===== src/bstk_pkg.sv =====
// Shared constants and types for the bounded stack with merge.
`default_nettype none
package bstk_pkg;

  localparam int DepthDefault     = 8;
  localparam int DataWidthDefault = 16;
  localparam int StatusWidth      = 3;
  localparam int ReqWidth         = 2;

  typedef enum logic [StatusWidth-1:0] {
    ST_OK     = 3'd0,
    ST_FULL   = 3'd1,
    ST_EMPTY  = 3'd2,
    ST_MERGED = 3'd3,
    ST_PUSHED = 3'd4
  } status_t;

  localparam logic [ReqWidth-1:0] REQ_PUSH = 2'd0;
  localparam logic [ReqWidth-1:0] REQ_POP  = 2'd1;
  localparam logic [ReqWidth-1:0] REQ_DUMP = 2'd2;

  typedef enum logic [1:0] {
    CELL_HOLD = 2'd0,
    CELL_PREV = 2'd1,
    CELL_NEXT = 2'd2
  } cell_op_t;

endpackage
`default_nettype wire


===== src/bstk_cell.sv =====
// One stack cell: holds an entry, loads from the cell above or below.
`default_nettype none
module bstk_cell #(
  parameter int WIDTH = bstk_pkg::DataWidthDefault
) (
  input  wire                   clk,
  input  bstk_pkg::cell_op_t    op,
  input  wire  [WIDTH-1:0]      prev_data,
  input  wire  [WIDTH-1:0]      next_data,
  output logic [WIDTH-1:0]      data
);

  always_ff @(posedge clk) begin
    case (op)
      bstk_pkg::CELL_PREV: data <= prev_data;
      bstk_pkg::CELL_NEXT: data <= next_data;
      default:             data <= data;
    endcase
  end

endmodule
`default_nettype wire


===== src/bounded_stack_with_merge_unit.sv =====
// Top level: bounded LIFO stack with push merge, built as a chain of cells.
//
// Usage: requests enter on in_valid/in_stall with req_type and push_value;
// results leave on out_valid/out_stall with data_out, status, level, last.
// A transaction happens at a clock edge where valid is high and stall low.
// The entries sit in a chain of cells, top of stack in cell 0; push shifts
// the chain down, pop and merge shift it up.
// Push and pop: the result is registered at the accepting edge and is valid
// in the next cycle; one request per cycle while the output is taken.
// Dump: the chain rotates one full turn, the last cell feeding cell 0; the
// garbage cells pass first, then the held entries leave bottom first; input
// is stalled for the whole rotation plus any output stall.
// An unused request code is accepted and gives no result. merge_mode is
// written through cfg_we/cfg_wdata; the user must do so only while the
// block is idle, which the block does not check. Reset (rst, synchronous)
// empties the stack and clears merge_mode; cell contents are not cleared.
// While out_stall is high the result holds, dump output and input pause.
`default_nettype none
module bounded_stack_with_merge_unit #(
  parameter int DEPTH      = bstk_pkg::DepthDefault,
  parameter int DATA_WIDTH = bstk_pkg::DataWidthDefault,
  parameter int LEVEL_W    = $clog2(DEPTH + 1)
) (
  input  wire                               clk,
  input  wire                               rst,
  input  wire                               cfg_we,
  input  wire                               cfg_wdata,
  input  wire                               in_valid,
  output logic                              in_stall,
  input  wire  [bstk_pkg::ReqWidth-1:0]     req_type,
  input  wire  [DATA_WIDTH-1:0]             push_value,
  output logic                              out_valid,
  input  wire                               out_stall,
  output logic [DATA_WIDTH-1:0]             data_out,
  output logic [bstk_pkg::StatusWidth-1:0]  status,
  output logic [LEVEL_W-1:0]                level,
  output logic                              last
);

  typedef enum logic {S_IDLE, S_DUMP} state_t;

  localparam logic [LEVEL_W-1:0] DepthVal = LEVEL_W'(DEPTH);
  localparam logic [LEVEL_W-1:0] LastRot  = LEVEL_W'(DEPTH - 1);

  state_t                 state, state_next;
  logic                   merge_mode;
  logic [LEVEL_W-1:0]     count, count_next;
  logic [LEVEL_W-1:0]     rot_cnt, rot_cnt_next;
  logic                   emit;
  logic [DATA_WIDTH-1:0]  emit_data;
  bstk_pkg::status_t      emit_status;
  logic                   emit_last;
  logic                   out_free;
  logic                   accept;
  logic                   push_stored;
  bstk_pkg::cell_op_t     cell_op;
  logic [DATA_WIDTH-1:0]  head_in;
  logic [DATA_WIDTH-1:0]  cell_q [DEPTH];

  assign out_free = !out_valid || !out_stall;
  assign in_stall = !(state == S_IDLE && out_free);
  assign accept   = in_valid && !in_stall;

  genvar gi;
  generate
    for (gi = 0; gi < DEPTH; gi++) begin : g_cell
      bstk_cell #(.WIDTH(DATA_WIDTH)) u_cell (
        .clk       (clk),
        .op        (cell_op),
        .prev_data ((gi == 0) ? head_in : cell_q[(gi == 0) ? 0 : gi - 1]),
        .next_data (cell_q[(gi == DEPTH - 1) ? gi : gi + 1]),
        .data      (cell_q[gi])
      );
    end
  endgenerate

  always_comb begin
    state_next   = state;
    count_next   = count;
    rot_cnt_next = rot_cnt;
    emit         = 1'b0;
    emit_data    = '0;
    emit_status  = bstk_pkg::ST_OK;
    emit_last    = 1'b1;
    cell_op      = bstk_pkg::CELL_HOLD;
    head_in      = push_value;
    push_stored  = 1'b0;
    case (state)
      S_IDLE: begin
        if (accept) begin
          case (req_type)
            bstk_pkg::REQ_PUSH: begin
              emit = 1'b1;
              if (merge_mode && count != '0 && cell_q[0] == push_value) begin
                emit_status = bstk_pkg::ST_MERGED;
                cell_op     = bstk_pkg::CELL_NEXT;
                count_next  = count - 1'b1;
              end else if (count == DepthVal) begin
                emit_status = bstk_pkg::ST_FULL;
              end else begin
                emit_status = bstk_pkg::ST_PUSHED;
                cell_op     = bstk_pkg::CELL_PREV;
                count_next  = count + 1'b1;
                push_stored = 1'b1;
              end
            end
            bstk_pkg::REQ_POP: begin
              emit = 1'b1;
              if (count == '0) begin
                emit_status = bstk_pkg::ST_EMPTY;
              end else begin
                emit_data  = cell_q[0];
                cell_op    = bstk_pkg::CELL_NEXT;
                count_next = count - 1'b1;
              end
            end
            bstk_pkg::REQ_DUMP: begin
              if (count == '0) begin
                emit        = 1'b1;
                emit_status = bstk_pkg::ST_EMPTY;
              end else begin
                state_next   = S_DUMP;
                rot_cnt_next = '0;
              end
            end
            default: ;
          endcase
        end
      end
      S_DUMP: begin
        head_in = cell_q[DEPTH-1];
        if ((LEVEL_W + 1)'(rot_cnt) + (LEVEL_W + 1)'(count) < (LEVEL_W + 1)'(DEPTH)) begin
          // garbage cells below the bottom entry pass by without output
          cell_op      = bstk_pkg::CELL_PREV;
          rot_cnt_next = rot_cnt + 1'b1;
        end else if (out_free) begin
          emit         = 1'b1;
          emit_data    = cell_q[DEPTH-1];
          emit_last    = (rot_cnt == LastRot);
          cell_op      = bstk_pkg::CELL_PREV;
          rot_cnt_next = rot_cnt + 1'b1;
          if (rot_cnt == LastRot) begin
            state_next = S_IDLE;
          end
        end
      end
      default: state_next = S_IDLE;
    endcase
  end

  always_ff @(posedge clk) begin
    if (rst) begin
      state      <= S_IDLE;
      count      <= '0;
      rot_cnt    <= '0;
      merge_mode <= 1'b0;
      out_valid  <= 1'b0;
    end else begin
      state   <= state_next;
      count   <= count_next;
      rot_cnt <= rot_cnt_next;
      if (cfg_we) begin
        merge_mode <= cfg_wdata;
      end
      if (emit) begin
        out_valid <= 1'b1;
      end else if (!out_stall) begin
        out_valid <= 1'b0;
      end
    end
    if (emit) begin
      data_out <= emit_data;
      status   <= emit_status;
      level    <= count_next;
      last     <= emit_last;
    end
  end

  a_count_bound: assert property (@(posedge clk) disable iff (rst)
    count <= DepthVal)
    else $error("fill count above depth");

  a_dump_stalls: assert property (@(posedge clk) disable iff (rst)
    state == S_DUMP |-> in_stall)
    else $error("input open during dump");

  a_dump_keeps_count: assert property (@(posedge clk) disable iff (rst)
    state == S_DUMP |=> count == $past(count))
    else $error("dump changed fill count");

  a_push_lands_top: assert property (@(posedge clk) disable iff (rst)
    push_stored |=> cell_q[0] == $past(push_value))
    else $error("pushed value not on top");

  a_emit_needs_room: assert property (@(posedge clk) disable iff (rst)
    emit |-> out_free)
    else $error("result overwritten while stalled");

endmodule
`default_nettype wire

===== config.mk =====
export PLATFORM = sky130hd
export DESIGN_NAME = bounded_stack_with_merge_unit
export DESIGN_NICKNAME = d
export VERILOG_FILES = /design/src/bstk_pkg.sv /design/src/bstk_cell.sv /design/src/bounded_stack_with_merge_unit.sv
export SDC_FILE = /design/constraint.sdc
export NUM_CORES = 1
export LEC_CHECK = 0
export BUFFER_PORTS_ARGS = -buffer_cell sky130_fd_sc_hd__buf_2
export CORE_ASPECT_RATIO = 1.2
export CORE_MARGIN = 2
export CORE_UTILIZATION = 25
export CTS_BUF_LIST = sky130_fd_sc_hd__clkbuf_8
export DETAILED_ROUTE_END_ITERATION = 8
export PLACE_DENSITY = 0.5
export SKIP_LAST_GASP = 1
export SYNTH_ARGS = -nofsm -noshare
export SYNTH_HDL_FRONTEND = slang
export SYNTH_SLANG_ARGS = --single-unit

===== constraint.sdc =====
create_clock -name clk -period 12 [get_ports clk]
set_input_delay 0.6 -clock clk [delete_from_list [all_inputs] [get_ports clk]]
set_output_delay 0.6 -clock clk [all_outputs]
set_load 0.05 [all_outputs]

# Word level (Yosys, flattened, before mapping)
# Index checks and enable logic that the tools add are counted.
[totals] register_bits=163 in_bits=24 word_cells=107
[classes] addsub=4 magnitude_cmp=1 eq_ne=12 n_mux=53 n_bitwise=3 n_reduce_logical=17
[op_table] op="$pmux 16 s2" count=8
[op_table] op="$mux 16" count=6
[op_table] op="$mux 4" count=10
[op_table] op="$eq 16x16->1" count=1
[op_table] op="$pmux 4 s2" count=2
[op_table] op="$mux 1" count=15
[op_table] op="$add 4x1->4 const B" count=2
[op_table] op="$mux 2" count=4
[op_table] op="$pmux 2 s2" count=2
[op_table] op="$mux 3" count=2
[op_table] op="$pmux 1 s2" count=3
[op_table] op="$pmux 3 s2" count=1
[op_table] op="$reduce_or 2->1" count=3
[op_table] op="$add 4x4->5" count=1
[op_table] op="$lt 5x4->1 const B" count=1
[op_table] op="$eq 2x1->1 const B" count=2
[op_table] op="$eq 2x2->1 const B" count=2
[op_table] op="$eq 4x3->1 const B" count=1
[op_table] op="$eq 4x4->1 const B" count=1
[op_table] op="$logic_and 1x1->1" count=4
[op_table] op="$logic_not 4->1" count=1
[op_table] op="$ne 2x1->1 const B" count=2
[op_table] op="$ne 2x2->1 const B" count=2
[op_table] op="$reduce_and 4->1" count=1
[op_table] op="other kinds (9)" count=13

# Logic depth before layout (Yosys ltp)
# Gate-level depths: netlist of the first run.
[logic_depth] word_depth=9 mapped_depth=15 depth_no_buf=10

# Cells and area by module
# Synthesis of the first run repeated with hierarchy kept, for this count alone.
[hier_totals] hier_cells=518 area_unflattened_um2=8334.2
[by_module_without_submodules] module="bstk_cell" n_inst=8 cells_each=37 area_per_inst_um2=749.5
[by_module_without_submodules] module="bounded_stack_with_merge_unit" n_inst=1 cells_each=222 area_per_inst_um2=2338.5

# Worst setup path before layout of the first run
# No wires, ideal clock.
[synth_path] kind="register -> register" start="register count[0]" end="register g_cell[0].u_cell.data[0], enable pin" setup_time_ns=0.466 arrival_ns=4.321 required_ns=11.534 path_slack_ns=7.213 stages_incl_launch_ff=12 cell_sequence="dfxtp_1 > buf_6 > inv_1 > ha_1 > nor3b_2 > nor4b_1 > and3_1 > buf_4 > and2_1 > o31a_1 > ha_1 > inv_1"
[synth_between] elab_chain_cells=9
[synth_lines] item="from (decl)" line="bounded_stack_with_merge_unit.sv:47" source="logic [LEVEL_W-1:0] count, count_next;"
[synth_lines] item="from (signal assigned)" line="bounded_stack_with_merge_unit.sv:160" source="count <= count_next;"
[synth_lines] item="parallel branches: the longest is 6 deep, another holds $add 4x4->5"
[synth_lines] item="$pmux 2 s2 *" line="bounded_stack_with_merge_unit.sv:88" source="case (state)"
[synth_lines] item="$eq 2x1->1 / $eq 2x2->1 (equally long branches)"
[synth_lines] item="$reduce_bool 2->1 (no line) *"
[synth_lines] item="to (signal assigned)" line="bstk_cell.sv:15" source="bstk_pkg::CELL_PREV: data <= prev_data;"
[synth_lines] item="to (signal assigned)" line="bstk_cell.sv:16" source="bstk_pkg::CELL_NEXT: data <= next_data;"
[synth_lines] item="to (signal assigned)" line="bstk_cell.sv:17" source="default: data <= data;"
[synth_lines] item="to (decl)" line="bstk_cell.sv:10" source="output logic [WIDTH-1:0] data"
# Every way passes the cells marked *.
# A chain may end at the register's enable or synchronous reset.

# Final worst setup path of the first run
[layout_path] start="register count[0]" end="register g_cell[3].u_cell.data[9], data pin"
[layout_between] elab_chain_cells=9
[layout_lines] item="parallel branches: the longest is 6 deep, another holds $add 4x4->5"
[layout_lines] item="$pmux 2 s2 *" line="bounded_stack_with_merge_unit.sv:88"
[layout_lines] item="$eq 2x2->1 / $eq 2x1->1 (equally long branches)"
[layout_lines] item="$pmux 16 s2 *" line="bstk_cell.sv:14" source="case (op)"
[layout_lines] item="to (signal assigned)" line="bstk_cell.sv:15"
[layout_lines] item="to (signal assigned)" line="bstk_cell.sv:16"
[layout_lines] item="to (signal assigned)" line="bstk_cell.sv:17"
[layout_lines] item="to (decl)" line="bstk_cell.sv:10"
# Marked as above.

==> flow_summary.toml, run 1 <==
[floorplan]
dieHeight_um = 194
pin_count = 50
initial_core_util = 0.254
fp.coreArea_um2 = 29600
chipWidth_um = 162
die_area_um2 = 31500
fp-row-count = 69

[power_and_ir_drop]
power_leakage_nw = 2.83
worst_ir_drop_vdd_v = 0.0000520
cellPowerDensity_nw_per_um2 = 143

[synth]
ys_types = 54
syn_area_per_cell_um2 = 14.9
ys_ff_latch = 163
yosysSeqAreaShare = 0.635
synth_warnings = 0
syn_inst = 504
syn_nets = 540
syn-cell-area_um2 = 7530
synth_ff_type = "edfxtp_1"
synth_edf_count = 152
synth-async-reset-ratio = 0

[hold_path]
hp-class = "input port to flip-flop"
hold_start = "cfg_wdata"
worstHoldPathCells = 3
hold_end = "merge_mode"

[cts]
hold_buffers = 0
cts_setup_buffers = 0
clk_path_buf_depth = 2
cts_buffers = 17
tritoncts = "yes"
htreeDepth = 4
clk_latency_ns = 0.46
post_cts_resized = 0
cts.clk_slew.worst_paths_ns = 0.09
cts_root_buf = "clkbuf_8"
clkSinkCount = 163

[grt]
gr-total-overflow = 0
grt_pass1_vias = 4431
grt_pass1_wl_um = 25000
grtUsageTotal = 0.104
grt_max_degree = 89
antenna_found_initial = 0

[finish]
fill_cells = 2981
fin_cells = 955
final_layout_size_suffix_gt1_frac = 0.352
area_growth_pct = 14.2
final_cell_mix = "edfxtp_1, mux2_2, buf_2, nand2_1, o21ai_0"
fin_nets = 588
final_util = 0.291
layout.cells.most_common = "edfxtp_1"
num_antenna_cells = 0

[timing]
post-route-worst-setup-slack_ns = 7.50
rsz0062_at_grt = "no"
fin_skew_ns = 0.0147
worst_pin_slew_ns = 0.989
timing.final.crit_share = 0.375
fmax_mhz = 222
fin_tns_setup_ns = 0
final_hold_viol_count = 0
layout_min_cycle_time_ns = 4.50
final-max-slew-violation-count = 0
slew_headroom = 0.341
setup_viol = 0

[place]
globalplace.congestion = 0.846
place_inst = 923
hpwl_um = 10500
numPortBuffers = 49
pre_cts_ws_ns = 7.53

[routing]
vias_per_cell = 4.54
first_pass_iters = 6
avgRoutedWirePerCell_um = 16.9
vias = 4334
drt_wl_total_um = 16100
ant_nets = 0
drc_errors = 0
drtIter0Drc = 264

[status]
status = "complete, no violations"

[worst_setup_path]
critPathMaxFanout = 88
r2r-end = "g_cell[3].u_cell.data[9]"
endpoint_kind = "flip-flop"
r2r_cells = 10
r2r_slack_ns = 7.50
startpoint_type = "flip-flop"
critPathKind = "flip-flop to flip-flop"
r2r_start = "count[0]"
required_ns = 12.21
crit_arrival_ns = 4.71

[job]
drv_cap = 0
[registers in the layout (all words and copies together), names as in the netlist]
signal and cells:
count 4, data_out 16, g_cell.u_cell.data 128, last 1, level 4, merge_mode 1
out_valid 1, rot_cnt 4, state 1, status 3
[layer usage]
layer	vias up	wire length, um	GRT usage
met3	21	692	0.0225
li1	2038	-	-
met5	-	0	0
met1	2178	7290	0.134
met4	0	359	0.0413
met2	97	7750	0.169
[worst max-delay path by stage]
stage | startpoint | to | cells past startpoint
2_1_floorplan | count[0] | g_cell[0].u_cell.data[0] | 11
3_3_place_gp | count[0] | g_cell[6].u_cell.data[12] | 10
3_5_place_dp | count[0] | g_cell[6].u_cell.data[10] | 10
4_1_cts | count[0] | g_cell[6].u_cell.data[10] | 10
5_1_grt | count[0] | g_cell[3].u_cell.data[9] | 10
6_report | count[0] | g_cell[3].u_cell.data[9] | 10
[critical path: stages (launching register included)]
cell,delay (ns)
dfxtp_1,0.59
inv_1,0.11
ha_1,0.31
nor3b_2,0.24
nor4b_1,0.28
and3_1,0.42
nand3_1,0.20
a21oi_1,0.27
ha_4,0.48
buf_4,0.84
mux2_2,0.42
[report_power, final]
part	switching [W]	total [W]	internal, W
Combinational	0.0000794	0.000125	0.0000454
Sequential	0.0000207	0.000691	0.000671
Clock	0.000209	0.000413	0.000204
Total	0.000309	0.00123	0.000920
[cell families (layout without fill, tap and decap cells)]
kind of cell / count (synthesis) / count (layout) / share of synthesized area
xor+xnor: 20 / 20 / 0.0233
mux: 113 / 113 / 0.166
buf+inv: 38 / 99 / 0.0234
compound gates: 76 / 76 / 0.0771
simple gates: 82 / 82 / 0.0551
flops: 163 / 163 / 0.635
fa+ha+maj: 12 / 12 / 0.0199
[cell type report]
cell class / instances / area (um2) / share of cell area
Sequential cell: 163 / 4780 / 0.556
Tap cell: 390 / 488 / 0.0567
Timing Repair Buffer: 56 / 298 / 0.0346
Inverter: 11 / 43.8 / 0.00509
Clock inverter: 15 / 170 / 0.0198
Clock buffer: 17 / 234 / 0.0272
Multi-Input combinational cell: 303 / 2580 / 0.300
[synth_stat cells (10+ instances only)]
cell type  instances  area share
xor2_1            13       0.015
clkbuf_1          20       0.010
dfxtp_1           11       0.029
nor2_1            10      0.0050
nand2_1           31       0.015
inv_1             11      0.0055
a21oi_1           10      0.0066
edfxtp_1         152        0.61
mux2i_1           17       0.023
o21ai_0           21       0.014
mux2_2            96        0.14
ha_1              12       0.020
[metrics by stage]
step           hold slack [ns]  total power [W]  area, um2
3_5_place_dp             0.430         0.000832       8200
5_1_grt                  0.383          0.00128       8600
3_3_place_gp             0.428         0.000827       8200
2_1_floorplan            0.420         0.000790       7530
4_1_cts                  0.356          0.00124       8600
6_report                 0.382          0.00123       8600
(Power assumes the default switching activity.)
==> run 2, diff against run 1 <==
ABC_AREA = 1   (was not set)
PLACE_DENSITY = 0.51   (was 0.5)
clock period = 4 ns   (was 12 ns; I/O delays follow)
==> run 2 against run 1 <==
  * Non-clock buffer count is 3 higher
  * Maximum frequency is 48% higher
  * First-iteration DRC count is 68% higher
  * Clock-buffer cell count stayed put
  * Hold slack worse by 0.35 ns
  * Sequential cell count stayed put
  * Clock skew is 0.0049 ns lower
  * Via count is 29% higher
==> flow_summary.toml, run 2 <==
[synth]
synth_top_area_cell = "edfxtp_1"
synth_most_common_cell = "nand2_1"
ys_ff_latch = 163
synth-async-reset-ratio = 0
synth_common_cells = "nand2_1, edfxtp_1, o21ai_0, inv_1, nor2_1"
syn_inst = 835
syn_nets = 871
ys_top_cells_by_area = "edfxtp_1, nand2_1, o21ai_0"
synth_warnings = 0
synth_edf_count = 152
syn-cell-area_um2 = 7800
yosys.area.top_type_share = 0.585
syn_area_per_cell_um2 = 9.35
ys_types = 37
synth_ff_type = "edfxtp_1"
yosysSeqAreaShare = 0.613

[finish]
num_antenna_cells = 0
final_layout_size_suffix_gt1_frac = 0.118
fill_cells = 3195
final_util = 0.290
reg_top3 = "g_cell.u_cell.data (128), data_out (16)"
layout.cells.most_common = "nand2_1"
regMostFlops = "g_cell.u_cell.data"
fin_nets = 914
final_cell_mix = "nand2_1, edfxtp_1, inv_1, o21ai_0, buf_2"
area_growth_pct = 13.8
largest_register_ffs = 128

[grt]
gr-total-overflow = 0
grt_pass1_wl_um = 28600
grtUsageTotal = 0.115
antenna_found_initial = 0
grt_pass1_vias = 5381
grt_max_degree = 113

[power_and_ir_drop]
pwr-share-comb = 0.151
p_sw_w = 0.00111
p_sw_frac = 0.279
worst_ir_drop_vdd_v = 0.000195
cellPowerDensity_nw_per_um2 = 446
p_seq_frac = 0.553
power_leakage_nw = 3.65
p_clk_frac = 0.295
internal_power_w = 0.00285

[worst_setup_path]
critPathMaxFanout = 112
crit_arrival_ns = 3.13
cpMostUsedCell = "inv_1"
worst-path-buf-inv = 5
required_ns = 4.10
startpoint_type = "flip-flop"
endpoint_kind = "flip-flop"
slowest_delay_ns = 0.50
crit_chain = "inv_1 -> ha_1 -> nand2_4 -> nor2_8 -> nor2_1 -> inv_2 -> nand2_2 -> nand2_1 -> inv_1 -> ha_4 -> clkinvlp_4 -> buf_12"
crit_path_top_delay_cell = "dfxtp_1"
critPathKind = "flip-flop to flip-flop"
path_delay_family = "buffers and inverters"

[routing]
avgRoutedWirePerCell_um = 14.1
first_pass_iters = 4
drtIter0Drc = 444
drt_wl_total_um = 18200
vias_per_cell = 4.34
drc_errors = 0
ant_nets = 0
vias = 5581

[timing]
fin_skew_ns = 0.00984
timing.final.crit_share = 0.757
fmax_mhz = 330
layout_min_cycle_time_ns = 3.03
worst_pin_slew_ns = 0.662
fin_tns_setup_ns = 0
setup_viol = 0
final-max-slew-violation-count = 0
hold-worst-slack_ns = 0.0323
rsz0062_at_grt = "no"
slew_headroom = 0.558
post-route-worst-setup-slack_ns = 0.972
final_hold_viol_count = 0

[cts]
clk_path_buf_depth = 2
htreeDepth = 4
hold_buffers = 2
cts_buffers = 17
tritoncts = "yes"
cts_root_buf = "clkbuf_8"
clk_latency_ns = 0.47
clkSinkCount = 163
cts_setup_buffers = 0
post_cts_resized = 0
cts.clk_slew.worst_paths_ns = 0.08

[status]
status = "complete, no violations"

[job]
drv_cap = 0

[place]
hpwl_um = 12300
numPortBuffers = 49
pre_cts_ws_ns = 0.985
globalplace.congestion = 0.848

[floorplan]
dieHeight_um = 198
pin_count = 50
initial_core_util = 0.255
fp.coreArea_um2 = 30600
die_area_um2 = 32700
chipWidth_um = 165
fp-row-count = 70

[hold_path]
hp-class = "input port to flip-flop"
-- run 2: changes by cell type in the layout (fill, tap and decap cells not counted), moves of 17 or more --
cell	change
inv_1	+68
mux2_2	-96
mux2i_1	-17
nand2_1	+306
nor2_1	+27
o21ai_0	+60
-- run 2: layer usage --
layer / track usage / routed length, um
met1: 0.143 / 8150
met2: 0.193 / 8950
met3: 0.0256 / 789
met4: 0.0454 / 292
met5: 0 / 0
-- run 2: cell families after synthesis --
kind of cell             Yosys count  synth area share
flip-flops                       163             0.613
AND/OR/NAND/NOR                  420             0.219
XOR/XNOR                           4           0.00449
buffers and inverters            124            0.0632
AO/OA/AOI/OAI                    112            0.0815
adder cells (fa/ha/maj)           12            0.0192
-- run 2: final cells by class --
type                       count  area (um2)  share of cell area
clock buffer                  17         234              0.0264
clock inverter                13         129              0.0145
inverter                      89         345              0.0389
multi-input combinational    548        2540               0.286
sequential                   163        4780               0.539
tap                          396         495              0.0558
timing repair buffer          59         350              0.0395
-- run 2: worst reg2reg max path: stages (launching register included) --
cell,delay (ns)
dfxtp_1,0.50
inv_1,0.15
ha_1,0.29
nand2_4,0.11
nor2_8,0.05
nor2_1,0.18
inv_2,0.21
nand2_2,0.14
nand2_1,0.09
inv_1,0.10
ha_4,0.20
clkinvlp_4,0.07
buf_12,0.42
-- run 2: metrics by stage --
| step | cells | power, W | instance area (um2) |
|---|---|---|---|
| 2_1_floorplan | 835 | 0.00264 | 7810 |
| 3_5_place_dp | 1253 | 0.00284 | 8490 |
| 6_report | 1285 | 0.00396 | 8880 |
| 3_3_place_gp | 1253 | 0.00283 | 8490 |
| 5_1_grt | 1285 | 0.00415 | 8880 |
| 4_1_cts | 1285 | 0.00401 | 8880 |
-- run 2: final timing paths --
path                                                start                   endpoint  slack [ns]  depth (start not counted)
worst min register to register  g_cell[6].u_cell.data[13]  g_cell[7].u_cell.data[13]        0.45                          0
worst max register to register                   count[0]  g_cell[0].u_cell.data[10]        0.97                         12
worst min-delay path                               cfg_we                 merge_mode        0.03                          3
worst max-delay path                             count[0]  g_cell[0].u_cell.data[10]        0.97                         12
-- run 2: power by group through the flow --
| stage | registers (W) | logic, W | clock network (W) |
|---|---|---|---|
| 2_1_floorplan | 0.00227 | 0.000369 | 0 |
| 3_3_place_gp | 0.00223 | 0.000603 | 0 |
| 3_5_place_dp | 0.00223 | 0.000610 | 0 |
| 4_1_cts | 0.00219 | 0.000612 | 0.00121 |
| 5_1_grt | 0.00221 | 0.000680 | 0.00126 |
| 6_report | 0.00219 | 0.000599 | 0.00117 |
